$ cat config.mk
export PLATFORM = sky130hd
export DESIGN_NAME = pressure_scale_and_debounce_top
export DESIGN_NICKNAME = d
export VERILOG_FILES = /design/src/rtl/psd_pkg.sv /design/src/rtl/psd_regs.sv /design/src/rtl/psd_scale.sv /design/src/rtl/pressure_scale_and_debounce_top.sv
export SDC_FILE = /design/constraint.sdc
export NUM_CORES = 2
export LEC_CHECK = 0
export ABC_AREA = 1
export BUFFER_PORTS_ARGS = -buffer_cell sky130_fd_sc_hd__buf_2
export CAP_MARGIN = 5
export CORE_ASPECT_RATIO = 0.7
export CORE_MARGIN = 2
export CORE_UTILIZATION = 59
export CTS_BUF_LIST = sky130_fd_sc_hd__clkbuf_8
export DETAILED_ROUTE_END_ITERATION = 12
export GPL_TIMING_DRIVEN = 0
export PLACE_DENSITY_LB_ADDON = 0.3
export SETUP_SLACK_MARGIN = 0.5
export SYNTH_ARGS = -nofsm -noshare
export SYNTH_HDL_FRONTEND = slang
export SYNTH_SLANG_ARGS = --single-unit
$ cat constraint.sdc
create_clock -name clk -period 5.5 [get_ports clk]
set_input_delay 0.825 -clock clk [delete_from_list [all_inputs] [get_ports clk]]
set_output_delay 0.825 -clock clk [all_outputs]
set_load 0.1 [all_outputs]
$ cat src/rtl/psd_pkg.sv
// Shared types and constants of the pressure scaling and debounce block.
`timescale 1ns / 1ps
package psd_pkg;

  localparam int PADDR_W = 6;
  localparam int PDATA_W = 64;

  localparam logic [2:0] REG_SCALE_GAIN   = 3'd0;
  localparam logic [2:0] REG_SCALE_OFFSET = 3'd1;
  localparam logic [2:0] REG_LIMIT_LOW    = 3'd2;
  localparam logic [2:0] REG_LIMIT_HIGH   = 3'd3;
  localparam logic [2:0] REG_ATMOSPHERE   = 3'd4;
  localparam logic [2:0] REG_CHANGE_COUNT = 3'd5;
  localparam logic [2:0] REG_ERROR_CODE   = 3'd6;
  localparam logic [2:0] REG_ADC_MARKER   = 3'd7;

  localparam logic [7:0] ACCEPTED_RESET = 8'd88;

  typedef struct packed {
    logic        [23:0] scale_gain;
    logic signed [39:0] scale_offset;
    logic signed [31:0] limit_low;
    logic signed [31:0] limit_high;
    logic        [30:0] atmosphere;
    logic        [6:0]  change_count;
    logic        [7:0]  error_code;
    logic        [15:0] adc_error_marker;
  } cfg_t;

  localparam cfg_t CFG_RESET = '{
    scale_gain:       24'd65536,
    scale_offset:     40'sd0,
    limit_low:        32'sd0,
    limit_high:       32'sd2147483647,
    atmosphere:       31'd0,
    change_count:     7'd2,
    error_code:       8'd255,
    adc_error_marker: 16'd65535
  };

endpackage

$ cat src/rtl/psd_regs.sv
// APB configuration register file of the pressure scaling block.
`timescale 1ns / 1ps
module psd_regs import psd_pkg::*; (
  input  logic               clk,
  input  logic               rst,
  input  logic               psel,
  input  logic               penable,
  input  logic               pwrite,
  input  logic [PADDR_W-1:0] paddr,
  input  logic [PDATA_W-1:0] pwdata,
  output logic [PDATA_W-1:0] prdata,
  output cfg_t               cfg
);

  logic [2:0] reg_index;

  assign reg_index = paddr[PADDR_W-1:3];

  always_ff @(posedge clk) begin
    if (rst) begin
      cfg <= CFG_RESET;
    end else if (psel && penable && pwrite) begin
      unique case (reg_index)
        REG_SCALE_GAIN:   cfg.scale_gain       <= pwdata[23:0];
        REG_SCALE_OFFSET: cfg.scale_offset     <= $signed(pwdata[39:0]);
        REG_LIMIT_LOW:    cfg.limit_low        <= $signed(pwdata[31:0]);
        REG_LIMIT_HIGH:   cfg.limit_high       <= $signed(pwdata[31:0]);
        REG_ATMOSPHERE:   cfg.atmosphere       <= pwdata[30:0];
        REG_CHANGE_COUNT: cfg.change_count     <= pwdata[6:0];
        REG_ERROR_CODE:   cfg.error_code       <= pwdata[7:0];
        REG_ADC_MARKER:   cfg.adc_error_marker <= pwdata[15:0];
      endcase
    end
  end

  // Signed registers read back sign extended.
  always_comb begin
    unique case (reg_index)
      REG_SCALE_GAIN:   prdata = PDATA_W'(cfg.scale_gain);
      REG_SCALE_OFFSET: prdata = PDATA_W'(cfg.scale_offset);
      REG_LIMIT_LOW:    prdata = PDATA_W'(cfg.limit_low);
      REG_LIMIT_HIGH:   prdata = PDATA_W'(cfg.limit_high);
      REG_ATMOSPHERE:   prdata = PDATA_W'(cfg.atmosphere);
      REG_CHANGE_COUNT: prdata = PDATA_W'(cfg.change_count);
      REG_ERROR_CODE:   prdata = PDATA_W'(cfg.error_code);
      REG_ADC_MARKER:   prdata = PDATA_W'(cfg.adc_error_marker);
    endcase
  end

endmodule

$ cat src/rtl/psd_scale.sv
// Pipelined linear scaling of a converter sample to a rounded pressure candidate.
`timescale 1ns / 1ps
module psd_scale import psd_pkg::*; (
  input  logic        clk,
  input  logic        rst,
  input  cfg_t        cfg,
  input  logic        in_valid,
  output logic        in_ready,
  input  logic [15:0] adc_sample,
  output logic        cand_valid,
  input  logic        cand_ready,
  output logic [7:0]  cand
);

  logic               s1_valid;
  logic [15:0]        s1_sample;
  logic               s2_valid;
  logic [39:0]        s2_product;
  logic               s2_marker;
  logic               s3_valid;
  logic signed [41:0] s3_scaled;
  logic               s3_marker;

  logic s1_ready, s2_ready, s3_ready, s4_ready;

  logic signed [41:0] scaled_next;
  logic signed [41:0] lim_low, lim_high, atm, atm_adj, rounded;
  logic               sensor_error, above_atm;
  logic [25:0]        whole;
  logic [7:0]         cand_next;

  // Each stage loads when it is empty or its content moves on.
  assign s4_ready = !cand_valid || cand_ready;
  assign s3_ready = !s3_valid || s4_ready;
  assign s2_ready = !s2_valid || s3_ready;
  assign s1_ready = !s1_valid || s2_ready;
  assign in_ready = s1_ready;

  assign scaled_next = $signed({2'b00, s2_product}) + 42'(cfg.scale_offset);

  assign lim_low   = 42'(cfg.limit_low);
  assign lim_high  = 42'(cfg.limit_high);
  assign atm       = $signed({11'd0, cfg.atmosphere});
  // Atmosphere less the rounding half, so one subtract rounds as well.
  assign atm_adj   = atm - 42'sd32768;

  assign sensor_error = s3_marker || (s3_scaled > lim_high) || (s3_scaled < lim_low);
  assign above_atm    = s3_scaled >= atm;
  assign rounded      = s3_scaled - atm_adj;
  assign whole        = above_atm ? rounded[41:16] : 26'd0;

  always_comb begin
    if (sensor_error) begin
      cand_next = cfg.error_code;
    end else if (|whole[25:8]) begin
      cand_next = 8'hFF;
    end else begin
      cand_next = whole[7:0];
    end
  end

  always_ff @(posedge clk) begin
    if (rst) begin
      s1_valid   <= 1'b0;
      s2_valid   <= 1'b0;
      s3_valid   <= 1'b0;
      cand_valid <= 1'b0;
    end else begin
      if (s1_ready) s1_valid   <= in_valid;
      if (s2_ready) s2_valid   <= s1_valid;
      if (s3_ready) s3_valid   <= s2_valid;
      if (s4_ready) cand_valid <= s3_valid;
    end
  end

  always_ff @(posedge clk) begin
    if (s1_ready && in_valid) begin
      s1_sample <= adc_sample;
    end
    if (s2_ready && s1_valid) begin
      s2_product <= 40'(s1_sample) * 40'(cfg.scale_gain);
      s2_marker  <= s1_sample == cfg.adc_error_marker;
    end
    if (s3_ready && s2_valid) begin
      s3_scaled <= scaled_next;
      s3_marker <= s2_marker;
    end
    if (s4_ready && s3_valid) begin
      cand <= cand_next;
    end
  end

endmodule

$ cat src/rtl/pressure_scale_and_debounce_top.sv
// Top level of the pressure scaling and direction debounce block.
`timescale 1ns / 1ps
// Throughput: one input transaction per cycle unless back-pressure from the result channel
// stalls the pipeline. Each register (sample, product, scaled sum, candidate, result)
// loads whenever the one after it is empty or is being emptied.
// Reset is synchronous: the pipeline empties, the accepted value returns to 88, the
// direction count to zero and all configuration registers to their documented values.
module pressure_scale_and_debounce_top import psd_pkg::*; (
  input  logic               clk,
  input  logic               rst,
  // Configuration port.
  input  logic               psel,
  input  logic               penable,
  input  logic               pwrite,
  input  logic [PADDR_W-1:0] paddr,
  input  logic [PDATA_W-1:0] pwdata,
  output logic [PDATA_W-1:0] prdata,
  output logic               pready,
  // Sample channel.
  input  logic               in_valid,
  output logic               in_ready,
  input  logic [15:0]        adc_sample,
  // Result channel.
  output logic               out_valid,
  input  logic               out_ready,
  output logic [7:0]         pressure_value,
  output logic               is_error
);

  cfg_t cfg;

  logic              cand_valid;
  logic              cand_ready;
  logic [7:0]        cand;

  // Debounce state.
  logic [7:0]        accepted;
  logic signed [7:0] count;

  logic              take, differ, fire;
  logic signed [7:0] count_next, cc_pos, cc_neg;

  assign pready = 1'b1;

  psd_regs u_regs (
    .clk     (clk),
    .rst     (rst),
    .psel    (psel),
    .penable (penable),
    .pwrite  (pwrite),
    .paddr   (paddr),
    .pwdata  (pwdata),
    .prdata  (prdata),
    .cfg     (cfg)
  );

  psd_scale u_scale (
    .clk        (clk),
    .rst        (rst),
    .cfg        (cfg),
    .in_valid   (in_valid),
    .in_ready   (in_ready),
    .adc_sample (adc_sample),
    .cand_valid (cand_valid),
    .cand_ready (cand_ready),
    .cand       (cand)
  );

  // The candidate is consumed whenever the output register can take a result, so a
  // candidate that produces no transaction never waits on the downstream side longer
  // than a held result does.
  assign cand_ready = !out_valid || out_ready;
  assign take       = cand_valid && cand_ready;

  // A candidate equal to the accepted value leaves the count alone. Otherwise the
  // count moves one step toward the candidate's direction, saturating at +/-127.
  assign differ = cand != accepted;

  always_comb begin
    if (cand > accepted) begin
      count_next = (count == 8'sd127) ? count : count + 8'sd1;
    end else begin
      count_next = (count == -8'sd127) ? count : count - 8'sd1;
    end
  end

  // The change is accepted once the count's magnitude exceeds the configured count.
  assign cc_pos = $signed({1'b0, cfg.change_count});
  assign cc_neg = -cc_pos;
  assign fire   = differ && ((count_next > cc_pos) || (count_next < cc_neg));

  always_ff @(posedge clk) begin
    if (rst) begin
      accepted  <= ACCEPTED_RESET;
      count     <= 8'sd0;
      out_valid <= 1'b0;
    end else begin
      if (take && fire) begin
        accepted <= cand;
        count    <= 8'sd0;
      end else if (take && differ) begin
        count <= count_next;
      end

      if (take && fire) begin
        out_valid <= 1'b1;
      end else if (out_ready) begin
        out_valid <= 1'b0;
      end
    end
  end

  // The error flag compares the newly accepted value against the error code.
  always_ff @(posedge clk) begin
    if (take && fire) begin
      pressure_value <= cand;
      is_error       <= cand == cfg.error_code;
    end
  end

endmodule

# ---- Yosys cells after proc, flatten, opt, wreduce, memory -nomap -nowiden
# Index checks and enable logic that the tools add are counted.
dict set report totals {
  register_bits 328
  input_bits 93
  output_inout_bits 76
  wordCells 92
}
dict set report classes {
  n_addsub 6
  multipliers 1
  order_cmp 6
  n_eq_ne 12
  muxes 9
  reduce_logical 35
}
# op count
set op_table {}
lappend op_table {{$pmux 64 s8} 1}
lappend op_table {{$add 41x40->42} 1}
lappend op_table {{$ge 42x32->1} 1}
lappend op_table {{$gt 42x32->1} 1}
lappend op_table {{$lt 42x32->1} 1}
lappend op_table {{$sub 42x42->42} 1}
lappend op_table {{$mul 16x24->40} 1}
lappend op_table {{$mux 8} 5}
lappend op_table {{$sub 31x16->32 const B} 1}
lappend op_table {{$mux 26} 1}
lappend op_table {{$reduce_or 18->1} 1}
lappend op_table {{$eq 16x16->1} 1}
lappend op_table {{$eq 8x8->1 const B} 2}
lappend op_table {{$gt 8x8->1} 2}
lappend op_table {{$reduce_and 2->1} 8}
lappend op_table {{$eq 3x3->1 const B} 4}
lappend op_table {{$logic_and 1x1->1} 10}
lappend op_table {{$add 8x2->8 const B} 1}
lappend op_table {{$eq 8x8->1} 1}
lappend op_table {{$logic_or 1x1->1} 8}
lappend op_table {{$lt 8x8->1} 1}
lappend op_table {{$ne 8x8->1} 1}
lappend op_table {{$neg 7->8} 1}
lappend op_table {{$sub 8x2->8 const B} 1}
lappend op_table {{other kinds (7)} 13}

# ---- Depth between registers and ports, before layout
dict set report depth {
  ltp_word 8
  ltp_mapped 30
  ltp_nobuf 30
}

# ---- Hierarchy
# From an unflattened synthesis, not the netlist that was laid out.
dict set report hier_totals {
  hier_cells 4984
  hier_area_um2 35952.0
}
# mod n_inst cells_per_inst area_per_inst_um2 seq_area_each_um2
set modules_own_cells {}
lappend modules_own_cells {psd_scale 1 3426 24931.4 3323.2}
lappend modules_own_cells {psd_regs 1 1237 8683.3 3803.6}
lappend modules_own_cells {pressure_scale_and_debounce_top 1 321 2337.2 610.6}

# ---- Least setup slack after synthesis
# OpenSTA, ideal clock, no wires.
dict set report synth_path {
  path_kind {reg-to-reg}
  startpoint {register u_scale.s1_sample[10]}
  endpoint {register u_scale.s2_product[36], data pin}
  setup_time_ns 0.262
  arrival_time_ns 5.663
  required_time_ns 5.238
  setup_slack_ns -0.425
  path_stages_with_launch 25
  n_path_buf 2
  synth_period_minus_slack_ns 5.925
  cell_sequence {edfxtp_1 > clkbuf_1 > clkbuf_1 > nand2_1 > fa_1 > inv_1 > fa_1 > fa_1 > fa_1 > fa_1 > inv_1 > fa_1 > inv_1 > ha_1 > a21oi_1 > nor2_1 > nor2_1 > inv_1 > a21oi_1 > nand2_1 > nor2_1 > o21ai_1 > a21oi_1 > o21ai_1 > xor2_1}
}
dict set report synth_between {
  elab_chain_len 1
}
# element line
set synth_lines {}
lappend synth_lines {{from (decl)} psd_scale.sv:16} ;# logic [15:0] s1_sample;
lappend synth_lines {{from (signal assigned)} psd_scale.sv:78} ;# s1_sample <= adc_sample;
lappend synth_lines {{$mul 16x24->40} psd_scale.sv:81} ;# s2_product <= 40'(s1_sample) * 40'(cfg.scale_gain);
lappend synth_lines {{to (signal assigned)} psd_scale.sv:81}
lappend synth_lines {{to (decl)} psd_scale.sv:18} ;# logic [39:0] s2_product;
# Every way passes these cells.
# A chain may end at the register's enable or synchronous reset.

# ---- Worst setup path in the final report
dict set report layout_path {
  startpoint {register u_scale.s1_sample[6]}
  endpoint {register u_scale.s2_product[36], data pin}
}
# The elaborated chain is that of the path after synthesis.

==> flow_summary.ini <==
[setup_path]
worstPathRequired_ns = 5.88
cpPeakStageDelay_ns = 0.56
crit_path_start_kind = flop
critical_path.startpoint = u_scale.s1_sample[6]
worstSetupEndpointType = flop
cp_max_fo = 10
worstSetupPathType = flop to flop
cpMaxStageDelayCell = fa_1
r2r_start = u_scale.s1_sample[6]
worst_path_dominant_cell_family = adder cells
cp_num_buf_inv = 8
critical_path_arrival_ns = 6.61

[global_routing]
first_global_vias = 31775
grt_overflow = 0
grt_usage = 0.417
grt_first_pass_wirelength_mm = 188
grt_max_degree = 43
initial_antenna_violation_count = 6

[cells_and_area]
commonest_cells_after_routing_fill_and_taps_aside = nand2_1, inv_1, nor2_1
fill_cells = 4668
layout-drive-gt1-share = 0.146
layout_commonest_cell = nand2_1
finalNetCount = 5694
syn2layout_area_growth_pct = 17.7

[timing]
achievable-frequency_mhz = 160
final_setup_violation_count = 29
min_period_over_period = 1.13
actual_transition_at_the_worst_max_transition_pin_ns = 1.37
worst_slack_setup_final_ns = -0.733
clock-skew-final_ns = 0.0861
fin_hold_ws_ns = 0.279
layout_min_cycle_time_ns = 6.23
max_slew_margin = 0.0881
timing.setup.tns_ns = -13.90
timing_hold_violations_final = 0
grt_setup_unrepaired = true
drv_slew = 0

[detailed_routing]
first_pass_iters = 9
first_iter_violations = 4734
wirelength_mm = 129
drcViolationCount = 0
via_count = 34116
post_drt_via_cell_ratio = 5.90
residual_antenna_violating_net_count_after_detailed_routing = 0
wl_per_cell_um = 22.3

[pwr]
combPwrFrac = 0.286
switching_fraction = 0.362
leakage_uw = 0.0209
irDropWorstVdd_mv = 0.174
pwr-share-clk = 0.334
fin_total_pwr_uw = 6960
internal-power_uw = 4440
share_seq_of_total_power = 0.381
power_switching_uw = 2520
cellPowerDensity_mw_per_mm2 = 172

[cts]
post_cts_hold_buffer_count = 0
max-clock-path-buffers = 3
clk-insertion-delay-late_ns = 0.72
cts-htree-levels = 2
numCtsBuffers = 54
clock-sinks = 328
cts_tree = done
worst_setup_hold_path_clk_slew_ns = 0.08
ctsRootBufferMaster = clkbuf_8

[floorplanning]
full_die_area_mm2 = 0.0604
fp.coreArea_mm2 = 0.0581
io_pins = 169
floorplan.rows = 74
die-width_um = 293
die_height_um = 206
start_util = 0.593

[placement]
port-buffer-count = 139
pre_cts_slack_ns = -1.03
finalWeightedCongestion = 1.06
dp.final_hpwl_mm = 99.1

[synth]
postSynthRegisterBits = 328
mappedNetlistNets = 5379
yosysWarnings = 0
async_reset_ff_frac = 0
syn-cell-area_mm2 = 0.0344
post_synth_inst_count = 4659
synth_sequential_area_ratio = 0.225
synth_enable_flop_cells = 117
synthesis.area_per_instance_um2 = 7.39
postSynth.topFlopCell = dfxtp_1
yosysUniqueCellTypes = 55

[outcome]
failed_checks = negative setup slack
result_of_the_run = complete, but fails checks

[job]
max-cap-violations = 0

[min_path]
worst_hold_path_type = input pin to flop
timing.hold.worst.start = adc_sample[7]
-- layout make-up --
| class | instances | area [um2] | area share |
|---|---|---|---|
| multi-input cells | 3197 | 23500 | 0.579 |
| well taps | 760 | 951 | 0.0235 |
| clock inverters | 43 | 297 | 0.00731 |
| clock buffers | 59 | 812 | 0.0200 |
| inverters | 940 | 3530 | 0.0870 |
| diodes | 1 | 2.50 | 0.0000617 |
| repair buffers | 259 | 1810 | 0.0446 |
| flip-flops and latches | 328 | 7740 | 0.191 |
| plain buffers | 194 | 1920 | 0.0474 |
-- synth_stat cells (13+ instances only) --
library cell     n  area (um2)
edfxtp_1       117        3510
a221oi_1        13         114
o2111ai_1       13         114
nor2_1         344        1290
nand2_1       1110        4170
clkbuf_1       161         604
nor3_1          36         180
o22ai_1         38         238
dfxtp_1        211        4220
fa_1           307        6150
o21ai_0        227        1140
nand4_1         31         194
nor2_2          17         106
xnor2_1         53         464
a21oi_1        298        1490
ha_1           320        4000
xor2_1          81         709
inv_1          928        3480
buf_4           26         195
o211ai_1        49         368
a31oi_1         25         156
nand3_1        115         576
-- repair_timing --
item	4_1_cts	5_1_grt
cloned	2	1
pin swaps	51	89
endpoints found under the setup margin	33	59
setup buffers	78	36
gates resized for setup	245	116
-- power groups by stage --
stage | logic (uW) | registers, uW | clock network, uW
2_1_floorplan | 1170 | 2670 | 0
3_3_place_gp | 1660 | 2700 | 0
3_5_place_dp | 1680 | 2700 | 0
4_1_cts | 1830 | 2640 | 2290
5_1_grt | 2120 | 2650 | 2410
6_report | 1990 | 2650 | 2320
-- state kept, by name (all words and copies together), names as in the netlist, 8 cells and up --
| register | count |
|---|---|
| pressure_value | 8 |
| u_regs.cfg | 190 |
| u_scale.s2_product | 40 |
| u_scale.cand | 8 |
| u_scale.s3_scaled | 42 |
| count | 8 |
| u_scale.s1_sample | 16 |
| accepted | 8 |
-- path summary, 6_finish.rpt --
| path | to | slack [ns] | depth (start not counted) |
|---|---|---|---|
| min | u_scale.s1_sample[7] | 0.28 | 1 |
| min reg2reg | accepted[1] | 0.46 | 2 |
| max reg2reg | u_scale.s2_product[36] | -0.73 | 26 |
| max | u_scale.s2_product[36] | -0.73 | 26 |
-- worst reg2reg max path, stage by stage (launching register included) --
cell and delay [ns]:
edfxtp_1 0.50, buf_8 0.21, clkbuf_16 0.19, nand2_2 0.08
inv_1 0.06, fa_1 0.47, inv_1 0.05, fa_2 0.53
fa_1 0.42, inv_2 0.08, fa_1 0.44, fa_1 0.56
inv_2 0.04, fa_1 0.55, inv_2 0.07, ha_4 0.28
nand2_2 0.12, inv_1 0.08, a21boi_2 0.17, nand2_2 0.12
nand2_2 0.10, nand2_2 0.07, nor2_4 0.18, o21ai_4 0.10
a21oi_4 0.20, o21ai_2 0.09, xor2_1 0.15
-- logic make-up (layout without fill, tap and decap cells) --
| family | after synthesis | in the layout | synth area share |
|---|---|---|---|
| other cells | 1 | 2 | 0.000109 |
| buf+inv | 1134 | 1495 | 0.127 |
| compound gates | 739 | 739 | 0.122 |
| simple gates | 1696 | 1696 | 0.198 |
| xor+xnor | 134 | 134 | 0.0341 |
| fa+ha+maj | 627 | 627 | 0.295 |
| flops | 328 | 328 | 0.225 |
-- per-stage QoR --
stage / instances / area [um2] / util
finish: 5781 / 40500 / 0.698
global route: 5781 / 40500 / 0.698
CTS: 5743 / 39900 / 0.687
detailed placement: 5561 / 36900 / 0.636
global placement: 5558 / 36800 / 0.634
floorplan: 4659 / 35200 / -
-- routing by layer --
layer / up-vias / track usage / routed length (um)
met3: 408 / 0.172 / 23300
li1: 15247 / - / -
met4: 12 / 0.139 / 5210
met5: - / 0.00325 / 191
met2: 2537 / 0.566 / 48900
met1: 15912 / 0.594 / 51000
Power figures use the tool's default switching activity.
